File: config.mk
export PLATFORM = sky130hd
export DESIGN_NAME = triangle_plane_slice
export DESIGN_NICKNAME = d
export VERILOG_FILES = /design/src/hdl/tps_pkg.sv /design/src/hdl/tps_front.sv /design/src/hdl/tps_lerp.sv /design/src/hdl/tps_back.sv /design/src/hdl/triangle_plane_slice.sv
export SDC_FILE = /design/constraint.sdc
export NUM_CORES = 2
export LEC_CHECK = 0
export BUFFER_PORTS_ARGS = -buffer_cell sky130_fd_sc_hd__buf_2
export CORE_MARGIN = 4
export CORE_UTILIZATION = 48
export CTS_BUF_LIST = sky130_fd_sc_hd__clkbuf_4
export CTS_CLUSTER_SIZE = 25
export DETAILED_ROUTE_END_ITERATION = 7
export PLACE_DENSITY = 0.67
export SKIP_CTS_REPAIR_TIMING = 1
export SLEW_MARGIN = 15
export SYNTH_ARGS = -nofsm -noshare
export SYNTH_HDL_FRONTEND = slang
export SYNTH_SLANG_ARGS = --single-unit
File: constraint.sdc
create_clock -name clk -period 12.3 [get_ports clk]
set_input_delay 1.23 -clock clk [delete_from_list [all_inputs] [get_ports clk]]
set_output_delay 1.23 -clock clk [all_outputs]
set_load 0.03 [all_outputs]
File: src/hdl/tps_pkg.sv
// Shared constants and types of the triangle plane slicer
package tps_pkg;

  // Exit codes of a segment
  localparam logic [1:0] KIND_EDGE0  = 2'd0;
  localparam logic [1:0] KIND_EDGE1  = 2'd1;
  localparam logic [1:0] KIND_EDGE2  = 2'd2;
  localparam logic [1:0] KIND_VERTEX = 2'd3;

  // Register index decoded from paddr
  localparam logic REG_SLICE_Z = 1'b0;

  // Back-end sequencer states
  typedef enum logic [5:0] {
    B_IDLE = 6'b000001,
    B_SX   = 6'b000010,
    B_SY   = 6'b000100,
    B_EX   = 6'b001000,
    B_EY   = 6'b010000,
    B_FIN  = 6'b100000
  } bstate_t;

  // Interpolator phases
  typedef enum logic [4:0] {
    L_IDLE = 5'b00001,
    L_MUL  = 5'b00010,
    L_ADJ  = 5'b00100,
    L_DIV  = 5'b01000,
    L_FIN  = 5'b10000
  } lphase_t;

endpackage

File: src/hdl/tps_front.sv
// Front end: classify a triangle against the plane and queue the work
module tps_front #(
  parameter int W = 25
) (
  input  logic                  clk,
  input  logic                  rst_n,
  input  logic signed [W-1:0]   slice_z,
  input  logic                  in_valid,
  output logic                  in_stall,
  input  logic                  in_new_chain,
  input  logic signed [W-1:0]   in_v0_x,
  input  logic signed [W-1:0]   in_v0_y,
  input  logic signed [W-1:0]   in_v0_z,
  input  logic signed [W-1:0]   in_v1_x,
  input  logic signed [W-1:0]   in_v1_y,
  input  logic signed [W-1:0]   in_v1_z,
  input  logic signed [W-1:0]   in_v2_x,
  input  logic signed [W-1:0]   in_v2_y,
  input  logic signed [W-1:0]   in_v2_z,
  input  logic                  q_pop,
  output logic                  q_valid,
  output logic [5+10*W-1:0]     q_data
);

  typedef struct packed {
    logic                match;
    logic                new_chain;
    logic                snap;
    logic [1:0]          kind;
    logic signed [W-1:0] ax, ay, az, bx, by, bz, cx, cy, cz, zs;
  } tent_t;

  tent_t       ent;
  tent_t       mem_r [2];
  logic        wr_ptr_r, wr_ptr_nxt, rd_ptr_r, rd_ptr_nxt;
  logic [1:0]  cnt_r, cnt_nxt;
  logic        push;
  logic        lt0, lt1, lt2, gt0, gt1, gt2;
  logic [1:0]  ia, ib, ic;
  logic signed [W-1:0] vx [3];
  logic signed [W-1:0] vy [3];
  logic signed [W-1:0] vz [3];

  assign vx[0] = in_v0_x; assign vy[0] = in_v0_y; assign vz[0] = in_v0_z;
  assign vx[1] = in_v1_x; assign vy[1] = in_v1_y; assign vz[1] = in_v1_z;
  assign vx[2] = in_v2_x; assign vy[2] = in_v2_y; assign vz[2] = in_v2_z;

  assign lt0 = in_v0_z < slice_z;
  assign lt1 = in_v1_z < slice_z;
  assign lt2 = in_v2_z < slice_z;
  assign gt0 = in_v0_z > slice_z;
  assign gt1 = in_v1_z > slice_z;
  assign gt2 = in_v2_z > slice_z;

  // Pick the case: lone vertex a, start edge a-b, end edge a-c
  always_comb begin
    ent.match     = 1'b1;
    ent.new_chain = in_new_chain;
    ent.snap      = 1'b0;
    ent.kind      = tps_pkg::KIND_EDGE0;
    ia = 2'd0; ib = 2'd0; ic = 2'd0;
    if (lt0 && !lt1 && !lt2) begin
      ia = 2'd0; ib = 2'd2; ic = 2'd1; ent.kind = tps_pkg::KIND_EDGE0;
      ent.snap = !gt1;
    end else if (gt0 && lt1 && lt2) begin
      ia = 2'd0; ib = 2'd1; ic = 2'd2; ent.kind = tps_pkg::KIND_EDGE2;
    end else if (lt1 && !lt0 && !lt2) begin
      ia = 2'd1; ib = 2'd0; ic = 2'd2; ent.kind = tps_pkg::KIND_EDGE1;
      ent.snap = !gt2;
    end else if (gt1 && lt0 && lt2) begin
      ia = 2'd1; ib = 2'd2; ic = 2'd0; ent.kind = tps_pkg::KIND_EDGE0;
    end else if (lt2 && !lt1 && !lt0) begin
      ia = 2'd2; ib = 2'd1; ic = 2'd0; ent.kind = tps_pkg::KIND_EDGE2;
      ent.snap = !gt0;
    end else if (gt2 && lt1 && lt0) begin
      ia = 2'd2; ib = 2'd0; ic = 2'd1; ent.kind = tps_pkg::KIND_EDGE1;
    end else begin
      ent.match = 1'b0;
    end
    ent.ax = vx[ia]; ent.ay = vy[ia]; ent.az = vz[ia];
    ent.bx = vx[ib]; ent.by = vy[ib]; ent.bz = vz[ib];
    ent.cx = vx[ic]; ent.cy = vy[ic]; ent.cz = vz[ic];
    ent.zs = slice_z;
  end

  // Two-entry queue toward the back end
  assign in_stall = (cnt_r == 2'd2);
  assign push     = in_valid && !in_stall;
  assign q_valid  = (cnt_r != 2'd0);
  assign q_data   = mem_r[rd_ptr_r];

  always_comb begin
    wr_ptr_nxt = push ? ~wr_ptr_r : wr_ptr_r;
    rd_ptr_nxt = q_pop ? ~rd_ptr_r : rd_ptr_r;
    cnt_nxt    = cnt_r + 2'(push) - 2'(q_pop);
  end

  always_ff @(posedge clk) begin
    if (!rst_n) begin
      wr_ptr_r <= 1'b0;
      rd_ptr_r <= 1'b0;
      cnt_r    <= 2'd0;
    end else begin
      wr_ptr_r <= wr_ptr_nxt;
      rd_ptr_r <= rd_ptr_nxt;
      cnt_r    <= cnt_nxt;
    end
  end

  always_ff @(posedge clk) begin
    if (push) begin
      mem_r[wr_ptr_r] <= ent;
    end
  end

endmodule

File: src/hdl/tps_lerp.sv
// Shared interpolator: multiply, round by half divisor, bit-serial divide
module tps_lerp #(
  parameter int W = 25
) (
  input  logic                clk,
  input  logic                rst_n,
  input  logic                start,
  input  logic signed [W-1:0] x,
  input  logic signed [W-1:0] x0,
  input  logic signed [W-1:0] x1,
  input  logic signed [W-1:0] y0,
  input  logic signed [W-1:0] y1,
  output logic                done,
  output logic [W-1:0]        res
);

  localparam int DW = W + 1;
  localparam int PW = 2 * DW;
  localparam int NW = PW + 1;
  localparam int CW = $clog2(NW + 1);

  tps_pkg::lphase_t ph_r, ph_nxt;
  logic signed [DW-1:0] d_r, d_nxt, dy_r, dy_nxt, dx_r, dx_nxt;
  logic        [W-1:0]  y0_r, y0_nxt;
  logic signed [PW-1:0] n_r, n_nxt;
  logic        [DW-1:0] dmag_r, dmag_nxt, rem_r, rem_nxt;
  logic        [NW-1:0] dq_r, dq_nxt;
  logic                 neg_r, neg_nxt;
  logic        [CW-1:0] cnt_r, cnt_nxt;
  logic        [W-1:0]  res_r, res_nxt;
  logic                 done_r, done_nxt;

  logic        [DW-1:0] dabs;
  logic signed [NW-1:0] half_s, n_ext, n2;
  logic        [DW:0]   rem_sh;
  logic                 ge;
  logic        [W-1:0]  qlow;

  assign done = done_r;
  assign res  = res_r;

  always_comb begin
    ph_nxt   = ph_r;
    d_nxt    = d_r;
    dy_nxt   = dy_r;
    dx_nxt   = dx_r;
    y0_nxt   = y0_r;
    n_nxt    = n_r;
    dmag_nxt = dmag_r;
    rem_nxt  = rem_r;
    dq_nxt   = dq_r;
    neg_nxt  = neg_r;
    cnt_nxt  = cnt_r;
    res_nxt  = res_r;
    done_nxt = 1'b0;

    dabs   = d_r[DW-1] ? DW'(-d_r) : DW'(d_r);
    half_s = d_r[DW-1] ? -NW'({1'b0, dabs >> 1}) : NW'({1'b0, dabs >> 1});
    n_ext  = NW'(n_r);
    n2     = (n_r > 0) ? (n_ext + half_s) : (n_ext - half_s);
    rem_sh = {rem_r, dq_r[NW-1]};
    ge     = (rem_sh >= {1'b0, dmag_r});
    qlow   = neg_r ? W'(-dq_r[W-1:0]) : dq_r[W-1:0];

    case (ph_r)
      tps_pkg::L_IDLE: begin
        if (start) begin
          d_nxt  = DW'(x1) - DW'(x0);
          dy_nxt = DW'(y1) - DW'(y0);
          dx_nxt = DW'(x) - DW'(x0);
          y0_nxt = y0;
          ph_nxt = tps_pkg::L_MUL;
        end
      end
      tps_pkg::L_MUL: begin
        n_nxt  = PW'(dy_r) * PW'(dx_r);
        ph_nxt = tps_pkg::L_ADJ;
      end
      tps_pkg::L_ADJ: begin
        // Offset by half the divisor (added for a positive product, else subtracted), then split sign and magnitude
        neg_nxt  = n2[NW-1] ^ d_r[DW-1];
        dq_nxt   = n2[NW-1] ? NW'(-n2) : NW'(n2);
        dmag_nxt = dabs;
        rem_nxt  = '0;
        cnt_nxt  = '0;
        ph_nxt   = tps_pkg::L_DIV;
      end
      tps_pkg::L_DIV: begin
        // One quotient bit a cycle
        rem_nxt = ge ? DW'(rem_sh - {1'b0, dmag_r}) : rem_sh[DW-1:0];
        dq_nxt  = {dq_r[NW-2:0], ge};
        cnt_nxt = cnt_r + 1'b1;
        if (cnt_r == CW'(NW - 1)) begin
          ph_nxt = tps_pkg::L_FIN;
        end
      end
      tps_pkg::L_FIN: begin
        res_nxt  = y0_r + qlow;
        done_nxt = 1'b1;
        ph_nxt   = tps_pkg::L_IDLE;
      end
      default: begin
        ph_nxt = tps_pkg::L_IDLE;
      end
    endcase
  end

  always_ff @(posedge clk) begin
    if (!rst_n) begin
      ph_r   <= tps_pkg::L_IDLE;
      done_r <= 1'b0;
      cnt_r  <= '0;
    end else begin
      ph_r   <= ph_nxt;
      done_r <= done_nxt;
      cnt_r  <= cnt_nxt;
    end
  end

  always_ff @(posedge clk) begin
    d_r    <= d_nxt;
    dy_r   <= dy_nxt;
    dx_r   <= dx_nxt;
    y0_r   <= y0_nxt;
    n_r    <= n_nxt;
    dmag_r <= dmag_nxt;
    rem_r  <= rem_nxt;
    dq_r   <= dq_nxt;
    neg_r  <= neg_nxt;
    res_r  <= res_nxt;
  end

endmodule

File: src/hdl/tps_back.sv
// Back end: sequence the interpolations, keep chain state, drive results
module tps_back #(
  parameter int W = 25
) (
  input  logic                clk,
  input  logic                rst_n,
  input  logic                q_valid,
  input  logic [5+10*W-1:0]   q_data,
  output logic                q_pop,
  output logic                out_valid,
  input  logic                out_stall,
  output logic                out_hit,
  output logic signed [W-1:0] out_seg_start_x,
  output logic signed [W-1:0] out_seg_start_y,
  output logic signed [W-1:0] out_seg_end_x,
  output logic signed [W-1:0] out_seg_end_y,
  output logic [1:0]          out_exit_kind
);

  typedef struct packed {
    logic                match;
    logic                new_chain;
    logic                snap;
    logic [1:0]          kind;
    logic signed [W-1:0] ax, ay, az, bx, by, bz, cx, cy, cz, zs;
  } tent_t;

  tps_pkg::bstate_t st_r, st_nxt;
  tent_t            ent_r, ent_nxt, qe;
  logic             chain_r, chain_nxt;
  logic [W-1:0]     lx_r, lx_nxt, ly_r, ly_nxt;
  logic [W-1:0]     sx_r, sx_nxt, sy_r, sy_nxt, ex_r, ex_nxt, ey_r, ey_nxt;
  logic             go_r, go_nxt;
  logic             ov_r, ov_nxt, oh_r, oh_nxt;
  logic [W-1:0]     osx_r, osx_nxt, osy_r, osy_nxt, oex_r, oex_nxt, oey_r, oey_nxt;
  logic [1:0]       ok_r, ok_nxt;

  logic signed [W-1:0] l_x1, l_y0, l_y1;
  logic                l_done;
  logic [W-1:0]        l_res;
  logic                slot_free, moved;

  assign qe        = q_data;
  assign slot_free = !ov_r || !out_stall;

  // Operand select for the shared interpolator
  always_comb begin
    l_x1 = ent_r.bz;
    l_y0 = ent_r.ax;
    l_y1 = ent_r.bx;
    case (st_r)
      tps_pkg::B_SY: begin l_x1 = ent_r.bz; l_y0 = ent_r.ay; l_y1 = ent_r.by; end
      tps_pkg::B_EX: begin l_x1 = ent_r.cz; l_y0 = ent_r.ax; l_y1 = ent_r.cx; end
      tps_pkg::B_EY: begin l_x1 = ent_r.cz; l_y0 = ent_r.ay; l_y1 = ent_r.cy; end
      default: begin l_x1 = ent_r.bz; l_y0 = ent_r.ax; l_y1 = ent_r.bx; end
    endcase
  end

  tps_lerp #(.W(W)) u_lerp (
    .clk   (clk),
    .rst_n (rst_n),
    .start (go_r),
    .x     (ent_r.zs),
    .x0    (ent_r.az),
    .x1    (l_x1),
    .y0    (l_y0),
    .y1    (l_y1),
    .done  (l_done),
    .res   (l_res)
  );

  always_comb begin
    st_nxt    = st_r;
    ent_nxt   = ent_r;
    chain_nxt = chain_r;
    lx_nxt    = lx_r;
    ly_nxt    = ly_r;
    sx_nxt    = sx_r;
    sy_nxt    = sy_r;
    ex_nxt    = ex_r;
    ey_nxt    = ey_r;
    go_nxt    = 1'b0;
    q_pop     = 1'b0;
    oh_nxt    = oh_r;
    osx_nxt   = osx_r;
    osy_nxt   = osy_r;
    oex_nxt   = oex_r;
    oey_nxt   = oey_r;
    ok_nxt    = ok_r;
    moved     = (ex_r != sx_r) || (ey_r != sy_r);
    ov_nxt    = out_stall ? ov_r : 1'b0;

    case (st_r)
      tps_pkg::B_IDLE: begin
        if (q_valid) begin
          // Take the next item; a new chain drops the stored end first
          q_pop   = 1'b1;
          ent_nxt = qe;
          if (qe.new_chain) begin
            chain_nxt = 1'b0;
            lx_nxt    = '0;
            ly_nxt    = '0;
          end
          if (!qe.match) begin
            st_nxt = tps_pkg::B_FIN;
          end else if (chain_r && !qe.new_chain) begin
            sx_nxt = lx_r;
            sy_nxt = ly_r;
            go_nxt = 1'b1;
            st_nxt = tps_pkg::B_EX;
          end else begin
            go_nxt = 1'b1;
            st_nxt = tps_pkg::B_SX;
          end
        end
      end
      tps_pkg::B_SX: begin
        if (l_done) begin
          sx_nxt = l_res; go_nxt = 1'b1; st_nxt = tps_pkg::B_SY;
        end
      end
      tps_pkg::B_SY: begin
        if (l_done) begin
          sy_nxt = l_res; go_nxt = 1'b1; st_nxt = tps_pkg::B_EX;
        end
      end
      tps_pkg::B_EX: begin
        if (l_done) begin
          ex_nxt = l_res; go_nxt = 1'b1; st_nxt = tps_pkg::B_EY;
        end
      end
      tps_pkg::B_EY: begin
        if (l_done) begin
          ey_nxt = l_res; st_nxt = tps_pkg::B_FIN;
        end
      end
      tps_pkg::B_FIN: begin
        if (slot_free) begin
          // Resolve vertex snap, update chain, load the output beat
          ov_nxt  = 1'b1;
          oh_nxt  = 1'b0;
          osx_nxt = '0;
          osy_nxt = '0;
          oex_nxt = '0;
          oey_nxt = '0;
          ok_nxt  = tps_pkg::KIND_EDGE0;
          if (ent_r.match) begin
            lx_nxt = ex_r;
            ly_nxt = ey_r;
            if (ent_r.snap) begin
              if (moved) begin
                // Stored end follows the snapped vertex
                lx_nxt  = ent_r.cx;
                ly_nxt  = ent_r.cy;
                oh_nxt  = 1'b1;
                osx_nxt = sx_r;
                osy_nxt = sy_r;
                oex_nxt = ent_r.cx;
                oey_nxt = ent_r.cy;
                ok_nxt  = tps_pkg::KIND_VERTEX;
              end
            end else begin
              chain_nxt = 1'b1;
              oh_nxt    = 1'b1;
              osx_nxt   = sx_r;
              osy_nxt   = sy_r;
              oex_nxt   = ex_r;
              oey_nxt   = ey_r;
              ok_nxt    = ent_r.kind;
            end
          end
          st_nxt = tps_pkg::B_IDLE;
        end
      end
      default: begin
        st_nxt = tps_pkg::B_IDLE;
      end
    endcase
  end

  always_ff @(posedge clk) begin
    if (!rst_n) begin
      st_r    <= tps_pkg::B_IDLE;
      chain_r <= 1'b0;
      lx_r    <= '0;
      ly_r    <= '0;
      go_r    <= 1'b0;
      ov_r    <= 1'b0;
    end else begin
      st_r    <= st_nxt;
      chain_r <= chain_nxt;
      lx_r    <= lx_nxt;
      ly_r    <= ly_nxt;
      go_r    <= go_nxt;
      ov_r    <= ov_nxt;
    end
  end

  always_ff @(posedge clk) begin
    ent_r <= ent_nxt;
    sx_r  <= sx_nxt;
    sy_r  <= sy_nxt;
    ex_r  <= ex_nxt;
    ey_r  <= ey_nxt;
    oh_r  <= oh_nxt;
    osx_r <= osx_nxt;
    osy_r <= osy_nxt;
    oex_r <= oex_nxt;
    oey_r <= oey_nxt;
    ok_r  <= ok_nxt;
  end

  assign out_valid       = ov_r;
  assign out_hit         = oh_r;
  assign out_seg_start_x = osx_r;
  assign out_seg_start_y = osy_r;
  assign out_seg_end_x   = oex_r;
  assign out_seg_end_y   = oey_r;
  assign out_exit_kind   = ok_r;

endmodule

File: src/hdl/triangle_plane_slice.sv
// Top level of the triangle plane slicer
//
//  Port group  Direction  Handshake          Beat
//  in_*        input      in_valid/in_stall  one triangle, three vertices
//  out_*       output     out_valid/out_stall one segment or a no-hit beat
//  APB         input      psel/penable       slice_z at byte address 0
//
// A triangle with no crossing goes straight to the final step of the back end. A
// crossing triangle runs four interpolations (two when the chain is open) through
// one shared unit with a one-bit-a-cycle divider. A two-entry queue lets the
// front take items while the back works. Reset is synchronous and clears slice_z
// and the chain state.
// A stalled output holds its beat; the back end waits in its final step.
module triangle_plane_slice #(
  parameter int COORD_BITS = 25
) (
  input  logic                         clk,
  input  logic                         rst_n,
  input  logic                         psel,
  input  logic                         penable,
  input  logic                         pwrite,
  input  logic [2:0]                   paddr,
  input  logic [31:0]                  pwdata,
  output logic [31:0]                  prdata,
  output logic                         pready,
  input  logic                         in_valid,
  output logic                         in_stall,
  input  logic                         in_new_chain,
  input  logic signed [COORD_BITS-1:0] in_v0_x,
  input  logic signed [COORD_BITS-1:0] in_v0_y,
  input  logic signed [COORD_BITS-1:0] in_v0_z,
  input  logic signed [COORD_BITS-1:0] in_v1_x,
  input  logic signed [COORD_BITS-1:0] in_v1_y,
  input  logic signed [COORD_BITS-1:0] in_v1_z,
  input  logic signed [COORD_BITS-1:0] in_v2_x,
  input  logic signed [COORD_BITS-1:0] in_v2_y,
  input  logic signed [COORD_BITS-1:0] in_v2_z,
  output logic                         out_valid,
  input  logic                         out_stall,
  output logic                         out_hit,
  output logic signed [COORD_BITS-1:0] out_seg_start_x,
  output logic signed [COORD_BITS-1:0] out_seg_start_y,
  output logic signed [COORD_BITS-1:0] out_seg_end_x,
  output logic signed [COORD_BITS-1:0] out_seg_end_y,
  output logic [1:0]                   out_exit_kind
);

  localparam int EW = 5 + 10 * COORD_BITS;

  logic signed [COORD_BITS-1:0] slice_z_r, slice_z_nxt;
  logic                         q_valid, q_pop;
  logic [EW-1:0]                q_data;
  logic                         wr_en;

  // Configuration write and read-back
  assign pready = 1'b1;
  assign wr_en  = psel && penable && pwrite && pready && (paddr[2] == tps_pkg::REG_SLICE_Z);
  assign slice_z_nxt = wr_en ? pwdata[COORD_BITS-1:0] : slice_z_r;
  assign prdata = (paddr[2] == tps_pkg::REG_SLICE_Z) ?
                  {{(32-COORD_BITS){slice_z_r[COORD_BITS-1]}}, slice_z_r} : 32'd0;

  always_ff @(posedge clk) begin
    if (!rst_n) begin
      slice_z_r <= '0;
    end else begin
      slice_z_r <= slice_z_nxt;
    end
  end

  tps_front #(.W(COORD_BITS)) u_front (
    .clk          (clk),
    .rst_n        (rst_n),
    .slice_z      (slice_z_r),
    .in_valid     (in_valid),
    .in_stall     (in_stall),
    .in_new_chain (in_new_chain),
    .in_v0_x      (in_v0_x),
    .in_v0_y      (in_v0_y),
    .in_v0_z      (in_v0_z),
    .in_v1_x      (in_v1_x),
    .in_v1_y      (in_v1_y),
    .in_v1_z      (in_v1_z),
    .in_v2_x      (in_v2_x),
    .in_v2_y      (in_v2_y),
    .in_v2_z      (in_v2_z),
    .q_pop        (q_pop),
    .q_valid      (q_valid),
    .q_data       (q_data)
  );

  tps_back #(.W(COORD_BITS)) u_back (
    .clk             (clk),
    .rst_n           (rst_n),
    .q_valid         (q_valid),
    .q_data          (q_data),
    .q_pop           (q_pop),
    .out_valid       (out_valid),
    .out_stall       (out_stall),
    .out_hit         (out_hit),
    .out_seg_start_x (out_seg_start_x),
    .out_seg_start_y (out_seg_start_y),
    .out_seg_end_x   (out_seg_end_x),
    .out_seg_end_y   (out_seg_end_y),
    .out_exit_kind   (out_exit_kind)
  );

endmodule

* Word level (Yosys, flattened, before mapping)
Memory sizes are Yosys's and may differ from the RTL's. A register that Yosys moved wholly into a read port is not among the register bits. Cells that the tools add are included.
Word-level totals: register bits 843, RAM bits 510, input bits 268, output and inout port bits 138, word-level logic and storage cells 292, memories kept 1
Memories:
- u_front.mem_r | words 2, width 255, read ports 1, clocked after memory_dff 1, wr ports 1, RTL line tps_front.sv:34 | tent_t mem_r [2];
Cells by class: $add $sub $neg 14, multipliers 1, $lt $le $gt $ge 11, equal/unequal tests 28, mux-type cells 136, bitwise logic cells 7, reductions and logical operators 48
Operators by type and width (number):
- 25-bit two-way mux | 46
- 25-bit binary-select mux with 2-bit select | 9
- 25-bit case mux with 2 select lines | 4
- 53-bit two-way mux | 3
- 53-bit case mux with 2 select lines | 1
- 25-bit by 25-bit subtractor with 26-bit output | 3
- 25-bit greater-than comparator | 3
- 25-bit < comparator | 3
- 25-bit case mux with 3 select lines | 1
- 52-bit by 53-bit adder with 53-bit output | 1
- 25-bit negation with 53-bit output | 1
- 53-bit negation | 1
- 52-bit by 53-bit subtractor with 53-bit output | 1
- 52-bit by 1-bit greater-than comparator with 1-bit output (second input constant) | 1
- 26-bit by 26-bit multiplier with 52-bit output | 1
- 26-bit two-way mux | 2
- 26-bit case mux with 2 select lines | 1
- 25-bit inequality test | 2
- 6-bit two-way mux | 7
- 2-bit two-way mux | 20
- 6-bit case mux with 6 select lines | 1
- 32-bit two-way mux | 1
- 1-bit two-way mux | 31
- 27-bit by 26-bit >= comparator with 1-bit output | 1
- other kinds (40) | 100

* Logic depth before layout (Yosys ltp)
word-level depth 13, mapped depth 41, mapped depth without buffers 32

* Hierarchy
Synthesis repeated with hierarchy kept, for this count alone.
Unflattened totals: cells, all modules 8628, area total of the unflattened synthesis 95141.2 um^2
Modules (own cells, without submodules):
- tps_lerp | times used 1, cells an instance 5327, area an instance 48884.4 um^2, seq. area each 8828.5 um^2
- tps_front | times used 1, cells an instance 1810, area an instance 25041.5 um^2, seq. area each 15414.8 um^2
- tps_back | times used 1, cells an instance 1345, area an instance 19952.9 um^2, seq. area each 14904.3 um^2
- triangle_plane_slice | times used 1, cells an instance 146, area an instance 1262.5 um^2, seq. area each 500.5 um^2

* Worst setup path before layout
Ideal clock, no wire load.
path type input -> register, start input port in_valid, end register u_front.wr_ptr_r, data arrival time 12699 ps, required time 12192 ps, setup slack -507 ps, stages on the path 3, path buffers 0, cells stage by stage nand2_1 -> nor2_1 -> o21a_1
On the way: cells in the longest elaborated chain, start to end 1
Ends and longest elaborated chain:
- from (decl) | RTL line triangle_plane_slice.sv:26 | input logic in_valid,
- 1-bit logical AND | RTL line tps_front.sv:88 | assign push = in_valid && !in_stall;
- to (signal assigned) | RTL line tps_front.sv:104 | wr_ptr_r <= wr_ptr_nxt;
- to (decl) | RTL line tps_front.sv:35 | logic wr_ptr_r, wr_ptr_nxt, rd_ptr_r, rd_ptr_nxt;
Every way passes these cells. A chain may end at the register's enable or synchronous reset.

* Worst setup path after layout
start register u_back.u_lerp.d_r[1], end register u_back.u_lerp.dq_r[52] (data pin)
On the way: cells in the longest elaborated chain, start to end 9, elaborated cells on any way between the ends 10, those cells by class add/sub: 5; mux: 5
Ends and longest elaborated chain:
- from (decl) | RTL line tps_lerp.sv:23 | logic signed [DW-1:0] d_r, d_nxt, dy_r, dy_nxt, dx_r, dx_nxt;
- from (signal assigned) | RTL line tps_lerp.sv:121 | d_r <= d_nxt;
- 26-bit negation | RTL line tps_lerp.sv:57 | dabs = d_r[DW-1] ? DW'(-d_r) : DW'(d_r);
- 26-bit two-way mux * | RTL line tps_lerp.sv:57
- 25-bit negation with 53-bit output | RTL line tps_lerp.sv:58 | half_s = d_r[DW-1] ? -NW'({1'b0, dabs >> 1}) : NW'({1'b0, dabs >> 1});
- 53-bit two-way mux * | RTL line tps_lerp.sv:58
- 52-bit by 53-bit subtractor with 53-bit output or 52-bit by 53-bit adder with 53-bit output (tied branches) | RTL line tps_lerp.sv:60 | n2 = (n_r > 0) ? (n_ext + half_s) : (n_ext - half_s);
- 53-bit two-way mux * | RTL line tps_lerp.sv:60
- 53-bit negation | RTL line tps_lerp.sv:82 | dq_nxt = n2[NW-1] ? NW'(-n2) : NW'(n2);
- 53-bit two-way mux * | RTL line tps_lerp.sv:82
- 53-bit case mux with 2 select lines * | RTL line tps_lerp.sv:65 | case (ph_r)
- net u_back.u_lerp.dq_nxt[52] | RTL line tps_lerp.sv:27 | logic [NW-1:0] dq_r, dq_nxt;
- to (signal assigned) | RTL line tps_lerp.sv:128 | dq_r <= dq_nxt;
- to (decl) | RTL line tps_lerp.sv:27
Mark *: on every way through the listed nets, which the timed path passes. The rest lies on a longest branch.

==> insert_results.sql <==
INSERT INTO impl_metrics (metric_group, metric, value, unit) VALUES
('detailed_routing', 'dr.pass1.iters', '6', ''),
('detailed_routing', 'route.antenna.remaining_nets', '0', ''),
('clock_tree', 'htree_num_levels', '5', ''),
('finish', 'nets', '10450', ''),
('critical_path', 'worstPathArrival', '11.31', 'ns'),
('synth', 'synth_fp_nets', '9992', ''),
('detailed_routing', 'drt-vias-per-instance', '5.646', ''),
('timing', 'relSlewSlack', '0.1886', ''),
('clock_tree', 'root_buffer', 'sky130_fd_sc_hd__clkbuf_4', ''),
('placement', 'hpwl', '198100', 'um'),
('synth', 'async_flop_share', '0', ''),
('die', 'dieArea', '204100', 'um^2'),
('finish', 'layout-area-overhead-vs-synth', '9.788', '%'),
('synth', 'number_of_enable_type_register_cells_in_the_synthesized_netlist', '1253', ''),
('global_routing', 'antenna_found_initial', '26', ''),
('global_routing', 'grt_max_degree', '145', ''),
('critical_path', 'critPathCaptureType', 'register', ''),
('timing', 'grt_setup_unrepaired', 'false', ''),
('finish', 'n_fill_cell', '17121', ''),
('critical_path', 'worstSetupPathType', 'reg2reg', ''),
('clock_tree', 'cts_made_buffers', '371', ''),
('die', 'fp.dieH', '451.8', 'um'),
('synth', 'syn-instance-count', '8602', ''),
('detailed_routing', 'detail_route.iter0.violations', '5903', ''),
('timing', 'fin_crit_sh', '0.8283', ''),
('clock_tree', 'cts.reportedPaths.clkPinSlew', '0.06', 'ns'),
('die', 'core_region_area', '195400', 'um^2'),
('synth', 'yosysUniqueCellTypes', '98', ''),
('timing', 'achievable-frequency', '0.09815', 'GHz'),
('global_routing', 'grt_use_met2', '0.4111', ''),
('hold_path', 'min_path_type', 'in2reg', ''),
('synth', 'post_synth_instance_area', '94540', 'um^2'),
('die', 'floorplan.die.width', '451.8', 'um'),
('finish', 'share_of_layout_cells_above_drive_strength_1', '0.1702', ''),
('timing', 'final.setup_skew', '0.1956', 'ns'),
('timing', 'slew_violations', '0', ''),
('synth', 'synth.yosys.warnings', '0', ''),
('die', 'initial_utilization', '0.4839', ''),
('die', 'pin_count', '406', ''),
('synth', 'synth.yosys.seq_area_share', '0.4194', ''),
('detailed_routing', 'detail_route.wl_per_cell', '22.39', 'um'),
('die', 'std_cell_rows', '162', ''),
('global_routing', 'grt_remaining_overflow', '0', ''),
('global_routing', 'first_pass_grt_wire_length', '408400', 'um'),
('placement', 'finalWeightedCongestion', '0.9305', ''),
('synth', 'postSynth.topFlopCell', 'sky130_fd_sc_hd__edfxtp_1', ''),
('clock_tree', 'clock_sink_count', '1354', ''),
('timing', 'finalSetupViolCount', '0', ''),
('timing', 'tightest_pin_transition', '1.217', 'ns'),
('synth', 'synth_register_bits', '1354', ''),
('flow_run', 'cap_violations', '0', ''),
('run_status', 'status', 'finished clean', ''),
('clock_tree', 'tritoncts', 'done', ''),
('clock_tree', 'clock_tree.buffer_depth', '4', ''),
('synth', 'syn-mean-instance-area', '10.99', 'um^2'),
('critical_path', 'cpMostUsedCell', 'sky130_fd_sc_hd__o21ai_0', ''),
('timing', 'timing_hold_violations_final', '0', ''),
('detailed_routing', 'routed_wl', '267900', 'um'),
('critical_path', 'timing.critical_path.required', '13.42', 'ns'),
('global_routing', 'track_usage', '0.2599', ''),
('timing', 'setup_total_negative_slack', '0', 'ns'),
('timing', 'period_minus_slack', '10.19', 'ns'),
('critical_path', 'critPathLaunchType', 'register', ''),
('placement', 'placement.io_buffers', '395', ''),
('finish', 'final_cell_mix', '1253 x sky130_fd_sc_hd__edfxtp_1, 1083 x sky130_fd_sc_hd__nand2_1, 883 x sky130_fd_sc_hd__inv_1, 716 x sky130_fd_sc_hd__fa_1, 554 x sky130_fd_sc_hd__clkbuf_4', ''),
('finish', 'final_common_cell', 'sky130_fd_sc_hd__edfxtp_1', ''),
('clock_tree', 'clk-insertion-delay-late', '1.40', 'ns'),
('global_routing', 'top_usage_layer', 'met2', ''),
('critical_path', 'critical_path_fanouts_max', '20', ''),
('global_routing', 'grt_pass1_vias', '68828', ''),
('global_routing', 'groute.layer.met3.usage', '0.06014', ''),
('detailed_routing', 'route.detailed.drc', '0', ''),
('detailed_routing', 'routed-via-count', '67543', ''),
('critical_path', 'slowest_delay', '0.70', 'ns'),
('global_routing', 'global_routing_usage_on_met1', '0.3541', ''),
('critical_path', 'critPathSlowestCell', 'sky130_fd_sc_hd__ha_1', '');
==> worst max-delay path: cells and delay by family, from the launching register on <==
| kind | cells | cell delay [ns] |
|---|---|---|
| buffers and inverters | 3 | 0.63 |
| adder cells (fa/ha/maj) | 3 | 1.51 |
| XOR/XNOR | 4 | 1.12 |
| AND/OR/NAND/NOR | 8 | 2.37 |
| AO/OA/AOI/OAI | 12 | 3.90 |
| flip-flops | 1 | 0.57 |
==> final timing paths <==
path                            end                 start  depth (start not counted)  slack [ns]
max          u_back.u_lerp.dq_r[52]  u_back.u_lerp.d_r[1]                         30        2.11
min                   slice_z_r[15]            pwdata[15]                          3        0.16
max reg2reg  u_back.u_lerp.dq_r[52]  u_back.u_lerp.d_r[1]                         30        2.11
min reg2reg          u_back.sy_r[2]        u_back.ly_r[2]                          2        0.43
==> synth_stat cells (12+ instances only) <==
library cell | count | area share
sky130_fd_sc_hd__mux2i_1 | 253 | 0.027
sky130_fd_sc_hd__nand2b_1 | 63 | 0.0042
sky130_fd_sc_hd__nor4_1 | 37 | 0.0024
sky130_fd_sc_hd__mux2_2 | 433 | 0.052
sky130_fd_sc_hd__or2_2 | 21 | 0.0014
sky130_fd_sc_hd__nor3b_1 | 15 | 0.0012
sky130_fd_sc_hd__inv_1 | 886 | 0.035
sky130_fd_sc_hd__nor2_1 | 459 | 0.018
sky130_fd_sc_hd__dfxtp_1 | 101 | 0.021
sky130_fd_sc_hd__clkbuf_1 | 366 | 0.015
sky130_fd_sc_hd__nand2_1 | 1083 | 0.043
sky130_fd_sc_hd__and2_1 | 293 | 0.019
sky130_fd_sc_hd__buf_4 | 12 | 0.00095
sky130_fd_sc_hd__o211ai_1 | 19 | 0.0015
sky130_fd_sc_hd__nand3_1 | 100 | 0.0053
sky130_fd_sc_hd__o31ai_1 | 15 | 0.0012
sky130_fd_sc_hd__a32oi_1 | 16 | 0.0015
sky130_fd_sc_hd__and3_1 | 44 | 0.0029
sky130_fd_sc_hd__a211o_1 | 15 | 0.0014
sky130_fd_sc_hd__ha_1 | 406 | 0.054
sky130_fd_sc_hd__a22oi_1 | 49 | 0.0039
sky130_fd_sc_hd__xnor2_1 | 250 | 0.023
sky130_fd_sc_hd__nor3_1 | 104 | 0.0055
sky130_fd_sc_hd__or4_1 | 14 | 0.0011
sky130_fd_sc_hd__a21o_1 | 101 | 0.0080
sky130_fd_sc_hd__nand4_1 | 46 | 0.0030
sky130_fd_sc_hd__xor2_1 | 98 | 0.0091
sky130_fd_sc_hd__edfxtp_1 | 1253 | 0.40
sky130_fd_sc_hd__a211oi_1 | 39 | 0.0031
sky130_fd_sc_hd__o21ai_0 | 196 | 0.010
sky130_fd_sc_hd__a21boi_0 | 95 | 0.0075
sky130_fd_sc_hd__nand3b_1 | 19 | 0.0015
sky130_fd_sc_hd__a41oi_1 | 12 | 0.0011
sky130_fd_sc_hd__o21a_1 | 43 | 0.0034
sky130_fd_sc_hd__a31oi_1 | 44 | 0.0029
sky130_fd_sc_hd__o21bai_1 | 29 | 0.0023
sky130_fd_sc_hd__or3_1 | 39 | 0.0026
sky130_fd_sc_hd__nor2b_1 | 91 | 0.0060
sky130_fd_sc_hd__a21oi_1 | 497 | 0.026
sky130_fd_sc_hd__a31o_2 | 12 | 0.0011
sky130_fd_sc_hd__fa_1 | 716 | 0.15
sky130_fd_sc_hd__buf_1 | 26 | 0.0010
==> flip-flops by register name, indices dropped and copies added (netlist names), 26 cells and up, named ones only <==
signal / cells
u_back.u_lerp.dx_r: 26
u_back.u_lerp.dy_r: 26
u_back.u_lerp.n_r: 52
u_back.ent_r: 254
u_back.u_lerp.rem_r: 26
u_back.u_lerp.d_r: 26
u_back.u_lerp.dq_r: 53
u_front.mem_r: 510
u_back.u_lerp.dmag_r: 26
==> layout make-up <==
class / count / area [um^2] / area share
Timing Repair Buffer: 495 / 2773 / 0.02671
Clock inverter: 82 / 414.1 / 0.003990
Inverter: 889 / 3344 / 0.03222
Tap cell: 2624 / 3283 / 0.03163
Sequential cell: 1354 / 39650 / 0.3820
Multi-Input combinational cell: 5949 / 50130 / 0.4830
Antenna cell: 16 / 40.04 / 0.0003857
Clock buffer: 554 / 4159 / 0.04007
==> kinds of logic after synthesis <==
| kind of cell | Yosys count | share of synthesized area |
|---|---|---|
| buffers and inverters | 1299 | 0.05219 |
| flip-flops | 1354 | 0.4194 |
| AO/OA/AOI/OAI | 1310 | 0.08896 |
| XOR/XNOR | 350 | 0.03258 |
| adder cells (fa/ha/maj) | 1122 | 0.2053 |
| other | 1 | 0.00003966 |
| AND/OR/NAND/NOR | 2477 | 0.1228 |
| multiplexers | 689 | 0.07872 |
==> layer usage <==
layer	routed length, um	vias to the layer above
met5	99	-
met4	8411	14
met3	23410	457
met2	122500	2899
met1	113500	33403
li1	-	30770
==> per-stage QoR <==
| stage | util | cell area (um^2) | hold slack (ns) | setup WS, ns | std cells |
|---|---|---|---|---|---|
| after floorplan | - | 94550 | 0.4244 | 2.908 | 8602 |
| after global placement | 0.5074 | 99140 | 0.4579 | 2.300 | 11308 |
| after detailed placement | 0.5074 | 99140 | 0.4671 | 2.119 | 11308 |
| after CTS | 0.5308 | 103700 | -0.1024 | 2.220 | 11944 |
| after global routing | 0.5311 | 103800 | 0.03706 | 1.279 | 11957 |
| final | 0.5312 | 103800 | 0.1615 | 2.111 | 11963 |
Power is left out: the tool's default activity adds up to more than one toggle a clock period on the data nets, which glitch-free logic cannot reach.
